## src/script_token_scanner_macros.svh

```systemverilog
// ---------------------------------------------------------------------------
// Assertion macros for the script token scanner
// Immediate-style concurrent property wrappers, empty under synthesis.
// ---------------------------------------------------------------------------
`ifndef SCRIPT_TOKEN_SCANNER_MACROS_SVH
`define SCRIPT_TOKEN_SCANNER_MACROS_SVH
`ifndef SYNTHESIS
`define STS_ASSERT_IMPL(label, clk, rst, ante, cons) \
   label: assert property (@(posedge clk) disable iff (rst) (ante) |-> (cons)) \
      else $error("assertion failed");
`define STS_ASSERT_NEXT(label, clk, rst, ante, cons) \
   label: assert property (@(posedge clk) disable iff (rst) (ante) |=> (cons)) \
      else $error("assertion failed");
`else
`define STS_ASSERT_IMPL(label, clk, rst, ante, cons)
`define STS_ASSERT_NEXT(label, clk, rst, ante, cons)
`endif
`endif

```

## src/sts_pkg.sv

```systemverilog
// ---------------------------------------------------------------------------
// Script token scanner package
// Shared widths, codes, result record and keyword tables.
// ---------------------------------------------------------------------------
`default_nettype none
package sts_pkg;
   localparam int OffsetWidth = 24;
   localparam int LineWidth   = 20;
   localparam int ColumnWidth = 16;
   localparam int LengthWidth = 16;
   localparam int KwCount     = 20;

   localparam logic [2:0] ST_TOKEN = 3'd0;
   localparam logic [2:0] ST_END   = 3'd1;
   localparam logic [2:0] ST_CONT  = 3'd2;
   localparam logic [2:0] ST_KEY   = 3'd3;
   localparam logic [2:0] ST_STR   = 3'd4;
   localparam logic [2:0] ST_UNREC = 3'd5;

   localparam logic [5:0] K_NEWLINE = 6'd0;
   localparam logic [5:0] K_KEY     = 6'd1;
   localparam logic [5:0] K_NUMBER  = 6'd2;
   localparam logic [5:0] K_STRING  = 6'd3;
   localparam logic [5:0] K_QEQ     = 6'd4;
   localparam logic [5:0] K_PLUS    = 6'd6;
   localparam logic [5:0] K_MINUS   = 6'd8;
   localparam logic [5:0] K_STAR    = 6'd10;
   localparam logic [5:0] K_SLASH   = 6'd12;
   localparam logic [5:0] K_PERCENT = 6'd14;
   localparam logic [5:0] K_LPAREN  = 6'd15;
   localparam logic [5:0] K_RPAREN  = 6'd16;
   localparam logic [5:0] K_COMMA   = 6'd17;
   localparam logic [5:0] K_LBRACE  = 6'd18;
   localparam logic [5:0] K_RBRACE  = 6'd19;
   localparam logic [5:0] K_ASSIGN  = 6'd20;
   localparam logic [5:0] K_BANG    = 6'd22;
   localparam logic [5:0] K_SHL     = 6'd23;
   localparam logic [5:0] K_LE      = 6'd24;
   localparam logic [5:0] K_LT      = 6'd25;
   localparam logic [5:0] K_GE      = 6'd26;
   localparam logic [5:0] K_GT      = 6'd27;
   localparam logic [5:0] K_CARET   = 6'd28;
   localparam logic [5:0] K_AMP     = 6'd29;
   localparam logic [5:0] K_BAR     = 6'd30;
   localparam logic [5:0] K_KW0     = 6'd31;

   typedef enum logic [3:0] {
      M_IDLE, M_COMMENT, M_CONT, M_KEY_FIRST, M_KEY, M_NUM, M_NUM_DOT,
      M_NUM_FRAC, M_STR, M_STR_ESC, M_OP, M_Q, M_WORD
   } mode_type;

   typedef struct packed {
      logic [2:0]             status;
      logic [5:0]             kind;
      logic [OffsetWidth-1:0] offset;
      logic [LengthWidth-1:0] length;
      logic [LineWidth-1:0]   line;
      logic [ColumnWidth-1:0] column;
      logic                   last;
   } result_type;

   typedef struct packed {
      logic       count2;
      result_type first;
      result_type second;
   } batch_type;

   function automatic logic [7:0] kw_char(input logic [4:0] idx, input logic [3:0] pos);
      logic [79:0] s;
      begin
         case (idx)
            5'd0:  s = {"log", 56'd0};
            5'd1:  s = {"routine", 24'd0};
            5'd2:  s = {"if", 64'd0};
            5'd3:  s = {"else", 48'd0};
            5'd4:  s = {"loop", 48'd0};
            5'd5:  s = {"Void", 48'd0};
            5'd6:  s = {"at", 64'd0};
            5'd7:  s = {"sizeof", 32'd0};
            5'd8:  s = {"typeof", 32'd0};
            5'd9:  s = {"through", 24'd0};
            5'd10: s = {"to", 64'd0};
            5'd11: s = {"blame", 40'd0};
            5'd12: s = {"catch", 40'd0};
            5'd13: s = {"with", 48'd0};
            5'd14: s = {"show", 48'd0};
            5'd15: s = {"getstring", 8'd0};
            5'd16: s = {"match", 40'd0};
            5'd17: s = {"skip", 48'd0};
            5'd18: s = {"break", 40'd0};
            5'd19: s = {"load", 48'd0};
            default: s = 80'd0;
         endcase
         if (pos > 4'd9)
            kw_char = 8'd0;
         else
            kw_char = s[79 - 8*pos -: 8];
      end
   endfunction

   function automatic logic [3:0] kw_len(input logic [4:0] idx);
      case (idx)
         5'd0: kw_len = 4'd3;   5'd1: kw_len = 4'd7;   5'd2: kw_len = 4'd2;
         5'd3: kw_len = 4'd4;   5'd4: kw_len = 4'd4;   5'd5: kw_len = 4'd4;
         5'd6: kw_len = 4'd2;   5'd7: kw_len = 4'd6;   5'd8: kw_len = 4'd6;
         5'd9: kw_len = 4'd7;   5'd10: kw_len = 4'd2;  5'd11: kw_len = 4'd5;
         5'd12: kw_len = 4'd5;  5'd13: kw_len = 4'd4;  5'd14: kw_len = 4'd4;
         5'd15: kw_len = 4'd9;  5'd16: kw_len = 4'd5;  5'd17: kw_len = 4'd4;
         5'd18: kw_len = 4'd5;  5'd19: kw_len = 4'd4;
         default: kw_len = 4'd0;
      endcase
   endfunction
endpackage
`default_nettype wire

```

## src/sts_front.sv

```systemverilog
// ---------------------------------------------------------------------------
// Scanner front end
// Steps the scan state once per byte and forms up to two results.
// ---------------------------------------------------------------------------
`default_nettype none
module sts_front
   import sts_pkg::*;
(
   input  wire logic       clock,
   input  wire logic       reset,
   input  wire logic       take,
   input  wire logic [7:0] text_byte,
   output batch_type       batch,
   output logic            batch_valid
);
   mode_type               mode_ff, mode_in;
   logic [OffsetWidth-1:0] off_ff, off_in, poff_ff, poff_in, hoff_ff, hoff_in, noff_ff, noff_in;
   logic [LineWidth-1:0]   line_ff, line_in, pline_ff, pline_in, hline_ff, hline_in;
   logic [LineWidth-1:0]   nline_ff, nline_in;
   logic [ColumnWidth-1:0] col_ff, col_in, pcol_ff, pcol_in, hcol_ff, hcol_in, ncol_ff, ncol_in;
   logic [LengthWidth-1:0] hlen_ff, hlen_in;
   logic [5:0]             hkind_ff, hkind_in;
   logic                   npend_ff, npend_in, nsent_ff, nsent_in, disc_ff, disc_in;
   logic [KwCount-1:0]     cand_ff, cand_in;
   logic [3:0]             wpos_ff, wpos_in;
   result_type             r0, r1;
   logic                   n0, n1, err;

   localparam logic [OffsetWidth-1:0] OffMax = '1;
   localparam logic [ColumnWidth-1:0] ColMax = '1;
   localparam logic [LineWidth-1:0]   LineMax = '1;
   localparam logic [LengthWidth-1:0] LenMax = '1;

   function automatic logic is_digit(input logic [7:0] c);
      is_digit = (c >= "0") && (c <= "9");
   endfunction

   function automatic logic is_ident(input logic [7:0] c);
      is_ident = is_digit(c) || (c >= "a" && c <= "z") || (c >= "A" && c <= "Z") || c == "_";
   endfunction

   function automatic logic [KwCount-1:0] kw_filter(input logic [KwCount-1:0] cand,
         input logic [3:0] pos, input logic [7:0] c);
      logic [KwCount-1:0] r;
      begin
         r = '0;
         for (int i = 0; i < KwCount; i++)
            if (cand[i] && pos < kw_len(5'(i)) && kw_char(5'(i), pos) == c)
               r[i] = 1'b1;
         kw_filter = r;
      end
   endfunction

   function automatic logic [LengthWidth-1:0] inc_len(input logic [LengthWidth-1:0] v);
      inc_len = (v == LenMax) ? v : v + 1'b1;
   endfunction

   function automatic result_type mk(input logic [2:0] st, input logic [5:0] k,
         input logic [OffsetWidth-1:0] o, input logic [LengthWidth-1:0] l,
         input logic [LineWidth-1:0] ln, input logic [ColumnWidth-1:0] cl);
      mk = '{status: st, kind: k, offset: o, length: l, line: ln, column: cl, last: 1'b0};
   endfunction

   always_comb begin
      logic [7:0] c;
      logic       do_fresh, emitted;
      logic [5:0] k;
      logic [OffsetWidth-1:0] noff;
      logic [ColumnWidth-1:0] ncol;
      logic       kwhit;
      logic [5:0] kwk;
      result_type e;
      c = text_byte;
      mode_in = mode_ff; hkind_in = hkind_ff; hoff_in = hoff_ff; hline_in = hline_ff;
      hcol_in = hcol_ff; hlen_in = hlen_ff; npend_in = npend_ff; nsent_in = nsent_ff;
      noff_in = noff_ff; nline_in = nline_ff; ncol_in = ncol_ff; cand_in = cand_ff;
      wpos_in = wpos_ff; disc_in = disc_ff;
      off_in = off_ff; line_in = line_ff; col_in = col_ff;
      poff_in = poff_ff; pline_in = pline_ff; pcol_in = pcol_ff;
      r0 = '0; r1 = '0; n0 = 1'b0; n1 = 1'b0; err = 1'b0; do_fresh = 1'b0; emitted = 1'b0;
      k = '0; kwhit = 1'b0; kwk = '0; e = '0;
      noff = (off_ff == OffMax) ? off_ff : off_ff + 1'b1;
      ncol = (col_ff == ColMax) ? col_ff : col_ff + 1'b1;
      if (!disc_ff) begin
         case (mode_ff)
            M_COMMENT: if (c == 8'h0a || c == 8'h00) do_fresh = 1'b1;
            M_CONT:
               if (c == 8'h0a) mode_in = M_IDLE;
               else begin
                  e = mk(ST_CONT, K_NEWLINE, poff_ff, '0, pline_ff, pcol_ff); emitted = 1'b1;
               end
            M_KEY_FIRST:
               if (is_ident(c)) begin
                  hlen_in = LengthWidth'(1); mode_in = M_KEY;
               end else begin
                  e = mk(ST_KEY, K_NEWLINE, off_ff, '0, line_ff, col_ff); emitted = 1'b1;
               end
            M_KEY:
               if (is_ident(c)) hlen_in = inc_len(hlen_ff);
               else begin
                  e = mk(ST_TOKEN, hkind_ff, hoff_ff, hlen_ff, hline_ff, hcol_ff);
                  emitted = 1'b1; do_fresh = 1'b1;
               end
            M_NUM, M_NUM_FRAC:
               if (is_digit(c)) hlen_in = inc_len(hlen_ff);
               else if (c == "." && mode_ff == M_NUM) mode_in = M_NUM_DOT;
               else begin
                  e = mk(ST_TOKEN, hkind_ff, hoff_ff, hlen_ff, hline_ff, hcol_ff);
                  emitted = 1'b1; do_fresh = 1'b1;
               end
            M_NUM_DOT:
               if (is_digit(c)) begin
                  hlen_in = inc_len(inc_len(hlen_ff)); mode_in = M_NUM_FRAC;
               end else begin
                  r0 = mk(ST_TOKEN, hkind_ff, hoff_ff, hlen_ff, hline_ff, hcol_ff); n0 = 1'b1;
                  r1 = mk(ST_UNREC, K_NEWLINE, poff_ff, '0, pline_ff, pcol_ff); n1 = 1'b1;
               end
            M_STR, M_STR_ESC:
               if (mode_ff == M_STR_ESC && (c == 8'h5c || c == 8'h22)) begin
                  hlen_in = inc_len(hlen_ff); mode_in = M_STR;
               end else if (c == 8'h22) begin
                  e = mk(ST_TOKEN, hkind_ff, hoff_ff, hlen_ff, hline_ff, hcol_ff);
                  emitted = 1'b1; mode_in = M_IDLE;
               end else if (c == 8'h0a || c == 8'h00) begin
                  e = mk(ST_STR, K_NEWLINE, off_ff, '0, line_ff, col_ff); emitted = 1'b1;
               end else begin
                  hlen_in = inc_len(hlen_ff);
                  mode_in = (c == 8'h5c) ? M_STR_ESC : M_STR;
               end
            M_OP:
               if (hkind_ff == K_PERCENT && c == "%") mode_in = M_COMMENT;
               else begin
                  if (hkind_ff == K_PERCENT) nsent_in = 1'b0;
                  if (c == "=") begin
                     k = (hkind_ff == K_LT) ? K_LE : (hkind_ff == K_GT) ? K_GE : hkind_ff - 1'b1;
                     e = mk(ST_TOKEN, k, hoff_ff, LengthWidth'(2), hline_ff, hcol_ff);
                     emitted = 1'b1; mode_in = M_IDLE;
                  end else if (hkind_ff == K_LT && c == "<") begin
                     e = mk(ST_TOKEN, K_SHL, hoff_ff, LengthWidth'(2), hline_ff, hcol_ff);
                     emitted = 1'b1; mode_in = M_IDLE;
                  end else begin
                     e = mk(ST_TOKEN, hkind_ff, hoff_ff, hlen_ff, hline_ff, hcol_ff);
                     emitted = 1'b1; do_fresh = 1'b1;
                  end
               end
            M_Q:
               if (c == "=") begin
                  e = mk(ST_TOKEN, K_QEQ, hoff_ff, LengthWidth'(2), hline_ff, hcol_ff);
                  emitted = 1'b1; mode_in = M_IDLE;
               end else begin
                  e = mk(ST_UNREC, K_NEWLINE, hoff_ff, '0, hline_ff, hcol_ff); emitted = 1'b1;
               end
            M_WORD:
               if (is_ident(c)) begin
                  cand_in = kw_filter(cand_ff, wpos_ff, c);
                  if (wpos_ff < 4'd15) wpos_in = wpos_ff + 1'b1;
                  if (cand_in == '0) begin
                     e = mk(ST_UNREC, K_NEWLINE, hoff_ff, '0, hline_ff, hcol_ff); emitted = 1'b1;
                  end
               end else begin
                  for (int i = KwCount - 1; i >= 0; i--)
                     if (cand_ff[i] && kw_len(5'(i)) == wpos_ff) begin
                        kwhit = 1'b1; kwk = K_KW0 + 6'(i);
                     end
                  if (kwhit) begin
                     e = mk(ST_TOKEN, kwk, hoff_ff, LengthWidth'(wpos_ff), hline_ff, hcol_ff);
                     emitted = 1'b1; cand_in = '0; wpos_in = '0; do_fresh = 1'b1;
                  end else begin
                     e = mk(ST_UNREC, K_NEWLINE, hoff_ff, '0, hline_ff, hcol_ff); emitted = 1'b1;
                  end
               end
            default: do_fresh = 1'b1;
         endcase
         if (emitted) begin
            r0 = e; n0 = 1'b1;
         end
         if (do_fresh) begin
            mode_in = M_IDLE;
            e = '0;
            emitted = 1'b0;
            if (c == " " || c == 8'h09) begin
            end else if (c == 8'h0a) begin
               if (!npend_ff && !nsent_in) begin
                  npend_in = 1'b1; noff_in = off_ff; nline_in = line_ff; ncol_in = col_ff;
               end
            end else if (c == 8'h00) begin
               e = mk(ST_END, K_NEWLINE, off_ff, '0, line_ff, col_ff); emitted = 1'b1;
            end else if (c == 8'h5c) begin
               mode_in = M_CONT;
            end else begin
               if (npend_ff) begin
                  e = mk(ST_TOKEN, K_NEWLINE, noff_ff, LengthWidth'(1), nline_ff, ncol_ff);
                  emitted = 1'b1;
               end
               if (c == "%") begin
                  if (npend_ff) nsent_in = 1'b1;
                  npend_in = 1'b0;
                  hkind_in = K_PERCENT; hoff_in = off_ff; hline_in = line_ff;
                  hcol_in = col_ff; hlen_in = LengthWidth'(1); mode_in = M_OP;
               end else begin
                  npend_in = 1'b0; nsent_in = 1'b0;
                  case (c)
                     "(": k = K_LPAREN;  ")": k = K_RPAREN; ",": k = K_COMMA;
                     "{": k = K_LBRACE;  "}": k = K_RBRACE; "=": k = K_ASSIGN;
                     "^": k = K_CARET;   "&": k = K_AMP;    "|": k = K_BAR;
                     "+": k = K_PLUS;    "-": k = K_MINUS;  "*": k = K_STAR;
                     "/": k = K_SLASH;   "!": k = K_BANG;   "<": k = K_LT;
                     ">": k = K_GT;
                     default: k = '0;
                  endcase
                  if (k != '0 && (k >= K_LPAREN && k != K_BANG && k != K_LT && k != K_GT)) begin
                     if (emitted) begin
                        r1 = mk(ST_TOKEN, k, off_ff, LengthWidth'(1), line_ff, col_ff); n1 = 1'b1;
                     end else begin
                        e = mk(ST_TOKEN, k, off_ff, LengthWidth'(1), line_ff, col_ff);
                        emitted = 1'b1;
                     end
                  end else if (k != '0) begin
                     hkind_in = k; hoff_in = off_ff; hline_in = line_ff; hcol_in = col_ff;
                     hlen_in = LengthWidth'(1); mode_in = M_OP;
                  end else if (c == "?") begin
                     hkind_in = K_QEQ; hoff_in = off_ff; hline_in = line_ff; hcol_in = col_ff;
                     hlen_in = LengthWidth'(1); mode_in = M_Q;
                  end else if (c == ":" || c == 8'h22) begin
                     hkind_in = (c == ":") ? K_KEY : K_STRING; hoff_in = noff;
                     hline_in = line_ff; hcol_in = ncol; hlen_in = '0;
                     mode_in = (c == ":") ? M_KEY_FIRST : M_STR;
                  end else if (is_digit(c)) begin
                     hkind_in = K_NUMBER; hoff_in = off_ff; hline_in = line_ff; hcol_in = col_ff;
                     hlen_in = LengthWidth'(1); mode_in = M_NUM;
                  end else begin
                     cand_in = kw_filter('1, 4'd0, c);
                     if (cand_in == '0) begin
                        if (emitted) begin
                           r1 = mk(ST_UNREC, K_NEWLINE, off_ff, '0, line_ff, col_ff); n1 = 1'b1;
                        end else begin
                           e = mk(ST_UNREC, K_NEWLINE, off_ff, '0, line_ff, col_ff);
                           emitted = 1'b1;
                        end
                     end else begin
                        hkind_in = K_NEWLINE; hoff_in = off_ff; hline_in = line_ff;
                        hcol_in = col_ff; hlen_in = '0; wpos_in = 4'd1; mode_in = M_WORD;
                     end
                  end
               end
            end
            if (emitted) begin
               if (n0) begin
                  r1 = e; n1 = 1'b1;
               end else begin
                  r0 = e; n0 = 1'b1;
               end
            end else if (n1 && !n0) begin
               r0 = r1; n0 = 1'b1; n1 = 1'b0;
            end
         end
         err = (n0 && r0.status != ST_TOKEN) || (n1 && r1.status != ST_TOKEN);
         if (err) begin
            disc_in = (c != 8'h00);
         end else begin
            poff_in = off_ff; pline_in = line_ff; pcol_in = col_ff; off_in = noff;
            if (c == 8'h0a) begin
               line_in = (line_ff == LineMax) ? line_ff : line_ff + 1'b1;
               col_in = ColumnWidth'(1);
            end else col_in = ncol;
         end
      end
      if (n1) r1.last = 1'b1;
      else r0.last = 1'b1;
   end

   logic restart;
   assign restart = reset || (take && ((disc_ff && text_byte == 8'h00) || (!disc_ff && err &&
                    text_byte == 8'h00)));

   always_ff @(posedge clock) begin
      if (restart) begin
         mode_ff <= M_IDLE; off_ff <= '0; line_ff <= LineWidth'(1); col_ff <= ColumnWidth'(1);
         hkind_ff <= '0; hoff_ff <= '0; hline_ff <= LineWidth'(1); hcol_ff <= ColumnWidth'(1);
         hlen_ff <= '0; npend_ff <= 1'b0; noff_ff <= '0; nline_ff <= LineWidth'(1);
         ncol_ff <= ColumnWidth'(1); cand_ff <= '0; wpos_ff <= '0; disc_ff <= 1'b0;
         poff_ff <= '0; pline_ff <= LineWidth'(1); pcol_ff <= ColumnWidth'(1); nsent_ff <= 1'b0;
      end else if (take) begin
         mode_ff <= mode_in; off_ff <= off_in; line_ff <= line_in; col_ff <= col_in;
         hkind_ff <= hkind_in; hoff_ff <= hoff_in; hline_ff <= hline_in; hcol_ff <= hcol_in;
         hlen_ff <= hlen_in; npend_ff <= npend_in; noff_ff <= noff_in; nline_ff <= nline_in;
         ncol_ff <= ncol_in; cand_ff <= cand_in; wpos_ff <= wpos_in; disc_ff <= disc_in;
         poff_ff <= poff_in; pline_ff <= pline_in; pcol_ff <= pcol_in; nsent_ff <= nsent_in;
      end
   end

   assign batch       = '{count2: n1, first: r0, second: r1};
   assign batch_valid = take && n0;
endmodule
`default_nettype wire

```

## src/sts_back.sv

```systemverilog
// ---------------------------------------------------------------------------
// Scanner back end
// Queues result batches and hands results out one transfer at a time.
// ---------------------------------------------------------------------------
`default_nettype none
module sts_back
   import sts_pkg::*;
(
   input  wire logic  clock,
   input  wire logic  reset,
   input  batch_type  batch,
   input  wire logic  batch_valid,
   output logic       room,
   output logic       out_valid,
   output result_type out_result,
   input  wire logic  out_stall
);
   `include "script_token_scanner_macros.svh"

   batch_type  q_ff [2];
   batch_type  q_in [2];
   logic [1:0] cnt_ff, cnt_in;
   logic       wr_ff, wr_in, rd_ff, rd_in, sub_ff, sub_in;
   logic       pop, popb;

   assign out_valid  = (cnt_ff != 2'd0);
   assign out_result = sub_ff ? q_ff[rd_ff].second : q_ff[rd_ff].first;
   assign pop        = out_valid && !out_stall;
   assign popb       = pop && (sub_ff || !q_ff[rd_ff].count2);
   assign room       = (cnt_ff != 2'd2) || popb;

   always_comb begin
      q_in = q_ff;
      wr_in = wr_ff; rd_in = rd_ff; sub_in = sub_ff;
      if (batch_valid) begin
         q_in[wr_ff] = batch; wr_in = !wr_ff;
      end
      if (pop) begin
         if (popb) begin
            rd_in = !rd_ff; sub_in = 1'b0;
         end else sub_in = 1'b1;
      end
      cnt_in = cnt_ff + 2'(batch_valid) - 2'(popb);
   end

   always_ff @(posedge clock) begin
      if (reset) begin
         cnt_ff <= '0; wr_ff <= 1'b0; rd_ff <= 1'b0; sub_ff <= 1'b0;
      end else begin
         cnt_ff <= cnt_in; wr_ff <= wr_in; rd_ff <= rd_in; sub_ff <= sub_in;
      end
      q_ff <= q_in;
   end

   `STS_ASSERT_IMPL(a_cnt_range, clock, reset, 1'b1, cnt_ff != 2'd3)
   `STS_ASSERT_IMPL(a_no_overflow, clock, reset, cnt_ff == 2'd2 && !popb, !batch_valid)
   `STS_ASSERT_IMPL(a_sub_valid, clock, reset, sub_ff, out_valid)
   `STS_ASSERT_NEXT(a_hold_sub, clock, reset, out_valid && out_stall && sub_ff, sub_ff)
endmodule
`default_nettype wire

```

## src/script_token_scanner.sv

```systemverilog
// ---------------------------------------------------------------------------
// Script token scanner
// Streaming tokenizer: one source byte per transfer in, tokens and status out.
// ---------------------------------------------------------------------------
// Input channel req_: one byte per transfer, zero ends the text.
// Result channel rsp_: status, token kind, offset, length, line, column and a
// last_result flag marking the final result caused by a byte.
// A byte yields zero, one or two results; they are registered into the queue and
// appear on rsp_ after earlier results have left. One byte per cycle is accepted
// while the queue has room; a byte giving two results is handed out as two transfers.
// A two-entry queue of result batches sits between the scan state and the
// output, so the scanner keeps taking bytes while results wait.
// When rsp_stall holds, the queue fills and req_stall rises.
// Reset (synchronous) empties the queue and returns the scanner to the start
// of a text: offset 0, line 1, column 1, no pending token.
// ---------------------------------------------------------------------------
`default_nettype none
module script_token_scanner
   import sts_pkg::*;
(
   input  wire logic                   clock,
   input  wire logic                   reset,
   input  wire logic                   req_valid,
   output logic                        req_stall,
   input  wire logic [7:0]             req_text_byte,
   output logic                        rsp_valid,
   input  wire logic                   rsp_stall,
   output logic [2:0]                  rsp_status,
   output logic [5:0]                  rsp_token_kind,
   output logic [OffsetWidth-1:0]      rsp_start_offset,
   output logic [LengthWidth-1:0]      rsp_token_length,
   output logic [LineWidth-1:0]        rsp_start_line,
   output logic [ColumnWidth-1:0]      rsp_start_column,
   output logic                        rsp_last_result
);
   batch_type  batch;
   logic       batch_valid, room, take;
   result_type res;

   assign req_stall = !room;
   assign take      = req_valid && room;

   sts_front u_front (
      .clock(clock), .reset(reset), .take(take), .text_byte(req_text_byte),
      .batch(batch), .batch_valid(batch_valid)
   );

   sts_back u_back (
      .clock(clock), .reset(reset), .batch(batch), .batch_valid(batch_valid),
      .room(room), .out_valid(rsp_valid), .out_result(res), .out_stall(rsp_stall)
   );

   assign rsp_status       = res.status;
   assign rsp_token_kind   = res.kind;
   assign rsp_start_offset = res.offset;
   assign rsp_token_length = res.length;
   assign rsp_start_line   = res.line;
   assign rsp_start_column = res.column;
   assign rsp_last_result  = res.last;
endmodule
`default_nettype wire

```

## config.mk

```make
export PLATFORM = sky130hd
export DESIGN_NAME = script_token_scanner
export DESIGN_NICKNAME = d
export VERILOG_FILES = /design/src/sts_pkg.sv /design/src/sts_front.sv /design/src/sts_back.sv /design/src/script_token_scanner.sv
export VERILOG_INCLUDE_DIRS = /design/src /design/src/src
export SDC_FILE = /design/constraint.sdc
export NUM_CORES = 2
export LEC_CHECK = 0
export BUFFER_PORTS_ARGS = -buffer_cell sky130_fd_sc_hd__buf_4
export CAP_MARGIN = 15
export CORE_UTILIZATION = 45
export CTS_CLUSTER_SIZE = 25
export DETAILED_ROUTE_END_ITERATION = 8
export GPL_TIMING_DRIVEN = 1
export PLACE_DENSITY = 0.7
export SLEW_MARGIN = 20
export SYNTH_ARGS = -nofsm -noshare
export SYNTH_HDL_FRONTEND = slang
export SYNTH_SLANG_ARGS = --single-unit
```

## constraint.sdc

```tcl
create_clock -name clock -period 18.5 [get_ports clock]
set_input_delay 0 -clock clock [delete_from_list [all_inputs] [get_ports clock]]
set_output_delay 0 -clock clock [all_outputs]
set_load 0.1 [all_outputs]
```

* Yosys cells after proc, flatten, opt, wreduce, memory -nomap -nowiden
Index checks and enable logic that the tools add are counted.
** Operators by class
- Add/subtract/negate cells :: 10
- $lt $le $gt $ge :: 26
- Equality and inequality tests :: 103
- Shifts and indexed selects :: 20
- Mux-type cells :: 1041
- Bitwise gates (word level) :: 9
- Reductions and logical operators :: 143
** Operator list (count)
- 2-to-1 mux 80 bit :: 60
- 2-to-1 mux 86 bit :: 51
- 2-to-1 mux 8 bit :: 236
- indexed part select 87 x 33 -> 8 bit :: 20
- 2-to-1 mux 173 bit :: 4
- case mux 86 bit (8 select lines) :: 1
- 2-to-1 mux 4 bit :: 166
- 2-to-1 mux 16 bit :: 30
- 2-to-1 mux 20 bit :: 21
- 2-to-1 mux 83 bit :: 5
- 2-to-1 mux 1 bit :: 412
- bitwise mux 346 bit :: 1
- == test 8 bit :: 33
- 2-to-1 mux 6 bit :: 36
- 2-to-1 mux 24 bit :: 8
- demux 173 bit (select 1 bit) :: 1
- 2-to-1 mux 85 bit :: 2
- == test 8 x 6 -> 1 bit, second input constant :: 18
- logical AND 1 bit :: 101
- case mux 16 bit (5 select lines) :: 1
- case mux 5 bit (16 select lines) :: 1
- 2-to-1 mux 77 bit :: 1
- adder 16 x 1 -> 16 bit, second input constant :: 3
- == test 16 bit, second input constant :: 3
- other kinds (60) :: 137
** Storage, ports and cells
- Flip-flop bits (word level) :: 644
- Input port bits :: 12
- Output and inout port bits :: 88
- Logic and storage cells :: 1406

* Logic depth before layout (Yosys ltp)
- Depth after elaboration :: 95
- Gate-level depth with buffers :: 24
- Mapped depth without buffers :: 18

* Hierarchy
A second synthesis with hierarchy kept.
** Unflattened totals
- Cell total of the unflattened synthesis :: 4356
- Area, all modules :: 38984.9 sq um
** By module, submodules not included
- sts_front :: times used 1, cells an instance 3870, area each 26247.7 sq um, seq. area each 5845.6 sq um
- sts_back :: times used 1, cells an instance 484, area each 12727.2 sq um, seq. area each 10490.1 sq um
- script_token_scanner :: times used 1, cells an instance 2, area each 10.0 sq um, seq. area each 0.0 sq um

* Worst setup path before layout
OpenSTA, ideal clock, no wires.
- Kind :: register to register
- From :: register u_front.wpos_ff[1]
- To :: register u_back.q_ff[100] (netlist name), enable pin
- Library setup time :: 673 ps
- Arrival :: 10738 ps
- Required time :: 17827 ps
- Slack :: 7089 ps
- Cell stages (with the launch flop) :: 19
- Path buffers :: 5
- Period minus slack after synthesis :: 11411 ps
- Path through :: dfxtp_1 > buf_2 > buf_2 > inv_1 > ha_1 > or4b_1 > o41a_1 > buf_4 > xnor2_1 > and3_1 > and3_1 > a311oi_1 > nand4_1 > or4_1 > buf_2 > o211ai_2 > clkbuf_1 > o31ai_1 > nor2_1
** On the way
- Cells in the longest elaborated chain, start to end :: 33
- Elaborated cells between the ends (all ways) :: 318
- Those cells by class :: add/sub: 1; order compare: 8; eq/ne: 27; shift: 20; mux: 198; reduce/logical: 64
** Ends and longest elaborated chain
- start: declaration :: RTL line sts_front.sv:25 : logic [3:0] wpos_ff, wpos_in;
- start signal: assignment :: RTL line sts_front.sv:287 : ncol_ff <= ncol_in; cand_ff <= cand_in; wpos_ff <= wpos_in; disc_ff <= disc_in;
- parallel branches: the longest is 29 deep, another holds subtractor 7 x 7 -> 8 bit
- 2-to-1 mux 1 bit * :: RTL line sts_front.sv:177 : if (do_fresh) begin
- 2-to-1 mux 1 bit * (2 in series) :: RTL line sts_front.sv:84 : if (!disc_ff) begin
- logical AND 1 bit * :: RTL line sts_front.sv:293 : assign batch_valid = take && n0;
- end signal: assignment :: RTL line sts_back.sv:52 : q_ff <= q_in;
- end: declaration :: RTL line sts_back.sv:20 : batch_type q_ff [2];
Mark *: on every way between the ends. The select of a mux whose other input is x is not followed.
A chain may end at the register's enable or synchronous reset.

* Worst setup path in the final report
- From :: register u_front.wpos_ff[2]
- To :: register u_front.hlen_ff[10]
** On the way
- Cells in the longest elaborated chain, start to end :: 42
- Elaborated cells between the ends (all ways) :: 347
- Those cells by class :: add/sub: 1; order compare: 8; eq/ne: 27; shift: 20; mux: 218; reduce/logical: 73
** Ends and longest elaborated chain
- parallel branches: the longest is 42 deep, another holds subtractor 7 x 7 -> 8 bit
- end signal: assignment :: RTL line sts_front.sv:286 : hlen_ff <= hlen_in; npend_ff <= npend_in; noff_ff <= noff_in; nline_ff <= nline_in;
- end: declaration :: RTL line sts_front.sv:21 : logic [LengthWidth-1:0] hlen_ff, hlen_in;
Parallel ways; which one is timed is not known. The select of a mux whose other input is x is not followed.

==> out/results.ini <==
[outcome]
status=finished clean

[floorplanning]
coreArea_um2=77700
fp-row-count=102
fp.dieH_um=283
num_io_pins=100
dieArea_um2=79900
start_util_pct=45.6
chipWidth_um=283

[timing]
tns_ns=0
fmax_mhz=118
worst_slew_pin_slew_ns=1.20
setup_viol=0
clock_skew_ns=0.0177
holdWs_ns=0.139
relSlewSlack_pct=19.7
fin_crit_sh_pct=45.7
rsz0062_at_grt=false
maxSlewViolCount=0
fin_crit_ns=8.46
finalHoldViolCount=0

[worst_setup_path]
worstSetupPathType=reg2reg
worstPathRequired_ns=18.98
regToRegSetupSlack_ns=10.04
setup.worst_path.end_class=flip-flop
r2r_cells=17
crit_fanout=83
startpoint=u_front.wpos_ff[2]
r2r-start=u_front.wpos_ff[2]
timing.rr.end=u_front.hlen_ff[10]
arrival_ns=8.94
crit_end=u_front.hlen_ff[10]
start_kind=flip-flop

[cts]
htreeDepth=2
post_cts_buffers=0
cts_buffers=59
clkLatencyLatePin_ns=0.64
clock-sinks=607
clkTransAtPathRegs_ns=0.07
cts_tree=done
clockBufferDepth=3
cts_resized=0
ctsRootBufferMaster=clkbuf_16

[route]
drc=0
vias=32500
drtIter0Drc=5345
wl_per_cell_um=25.5
viasPerCell=6.69
dr.pass1.iters=6
ant_nets=0
wirelength_mm=124

[power_and_ir_drop]
p_leak_nw=12.4
power_density_nw_per_um2=121
ir_worst_vdd_v=0.000135

[placed_design]
gp_congestion=0.975
io_buffers=99
dp_cells=4739
dp_hpwl_mm=77.5

[synthesis]
ys_warn_count=0
synth.top_cell.area_share_pct=26.3
synth_area_per_cell_um2=9.04
ys_seq_elements=607
ys_types=104
async_reset_ff_share_pct=0
ys_top_cells_by_area=edfxtp_1 26%, dfxtp_1 17%, nor2_1 5.1%
synth_edf_count=310
syn-num-nets=3949
synthFlopType=edfxtp_1
syn_inst=3919
synth_top_area_cell=edfxtp_1
seq_area_frac_synth_pct=43.1
syn_area_um2=35400

[worst_hold_path]
hold_class=in2reg
worstHoldStart=req_text_byte[5]

[final_layout]
final_net_count=3794
drive_gt1_share_pct=11.6
syn_to_final_growth_pct=8.83
n_antenna_cell=0
fin_util_pct=49.6
fin_cells=4854

[global_routing]
grt.total_usage_pct=30.2
antenna_found_initial=2
grt_max_degree=84
first_global_vias=30200
grt_overflow=0
grt_pass1_wl_mm=187

[run]
drv_cap=0

## repair_timing
item	in CTS	in global routing
hold endpoints to repair	15	0
endpoints found under the setup margin	0	0
hold buffers	4	0
## sequential cells by signal, summed over array words and instances (netlist names), 16 cells and up
name / count
u_front.noff_ff: 24
u_front.ncol_ff: 16
u_front.pcol_ff: 16
u_front.hlen_ff: 16
u_front.cand_ff: 20
u_front.pline_ff: 20
u_front.hline_ff: 20
u_front.nline_ff: 20
u_front.off_ff: 24
u_front.hcol_ff: 16
u_front.line_ff: 20
u_front.poff_ff: 24
u_front.col_ff: 16
u_back.q_ff: 310
u_front.hoff_ff: 24
## worst max-delay path, cell delays in order, from the launching register on
cell      delay, ns
dfxtp_1        0.30
buf_4          0.32
clkinv_1       0.36
ha_1           0.59
nand2b_1       0.50
o41a_1         0.68
a22oi_1        0.54
xnor2_1        0.23
nor2_1         0.10
a311oi_1       0.31
nand4_1        0.12
or4_1          0.75
nor2_4         0.35
o41a_1         0.41
or2_4          0.90
buf_4          0.85
buf_4          0.69
nor3_1         0.13
## synthesized netlist by cell type (14+ instances only)
cell type	n
buf_6	17
or2_2	20
inv_1	39
xnor2_1	97
a21oi_1	302
a32oi_1	27
a22oi_1	137
o21ai_0	175
o211ai_1	39
nand4_1	33
nand2_1	435
edfxtp_1	310
nor4_1	30
nor3_1	75
and3_1	38
xor2_1	31
o22ai_1	34
or3_1	16
a221o_1	19
clkbuf_1	264
mux4_2	69
nand3_1	150
nand2b_1	25
a221oi_1	40
ha_1	18
nand3b_1	14
a31oi_1	48
and2_1	28
nor2_1	480
nand4b_1	16
buf_1	31
mux2i_1	106
a222oi_1	25
buf_2	63
nor2b_1	25
dfxtp_1	297
a211oi_1	57
o31ai_1	29
## where the power goes
group / total [W] / switching (W) / internal (W)
Combinational: 0.00174 / 0.00135 / 0.000391
Sequential: 0.00167 / 0.0000894 / 0.00158
Clock: 0.00126 / 0.000546 / 0.000712
Total: 0.00467 / 0.00199 / 0.00269
## worst min-delay path by stage
stage                                to  slack, ns  cells after the start
floorplan            u_front.line_ff[0]       0.18                      2
global placement          u_back.sub_ff       0.32                      4
detailed placement        u_back.sub_ff       0.32                      4
CTS                 u_front.hkind_ff[0]       0.08                      5
global route        u_front.cand_ff[15]       0.15                      4
finish              u_front.hkind_ff[0]       0.14                      5
## through the flow
stage / setup slack (ns) / total power, W / cell area (um^2)
after global placement: 10.33 / 0.00341 / 36500
after detailed placement: 10.27 / 0.00343 / 36500
after CTS: 10.24 / 0.00467 / 38600
after global routing: 9.64 / 0.00480 / 38600
after floorplan: 7.09 / 0.00301 / 35400
final: 10.04 / 0.00467 / 38600
## per-layer routing
metal / vias up / GRT usage (%) / routed length, um
li1: 14300 / - / -
met1: 15500 / 40.9 / 48700
met2: 2276 / 46.5 / 54300
met3: 399 / 6.11 / 14900
met4: 4 / 13.6 / 5730
met5: - / 0 / 26
## final cells by class
class	instances	area, um^2
repair buffers	166	1260
flip-flops and latches	607	15300
inverters	41	154
multi-input cells	2889	18600
fillers	7145	39200
clock inverters	43	473
clock buffers	68	1540
well taps	1040	1300
## placed cells by master, fill, tap and decap left out, drive strengths merged, types with 16 or more instances in the layout
cell,Yosys,layout
a211oi,70,70
ha,18,18
a222oi,25,25
edfxtp,310,310
nor2b,25,25
buf,118,162
a31oi,48,48
and3,38,38
and2,30,30
o31ai,29,29
nand4,33,33
a22oi,137,137
a221oi,41,41
nand2b,25,25
nand3,151,151
inv,39,41
or2,24,24
a21oi,303,303
nand2,435,435
a32oi,27,27
dfxtp,297,297
xor2,31,31
o22ai,34,34
nor2,485,485
mux4,69,69
clkbuf,264,68
clkinv,2,20
a221o,19,19
nor4,32,32
xnor2,97,97
mux2i,106,106
nor3,77,77
nand4b,16,16
o21ai,181,181
o211ai,41,41
or3,18,18
## cell families after synthesis
| kind of cell | synth area share, % |
|---|---|
| AND/OR/NAND/NOR | 19.6 |
| AO/OA/AOI/OAI | 21.0 |
| flip-flops | 43.1 |
| buffers and inverters | 5.14 |
| multiplexers | 7.44 |
| XOR/XNOR | 3.16 |
| adder cells (fa/ha/maj) | 0.636 |
Power figures use the tool's default switching activity.
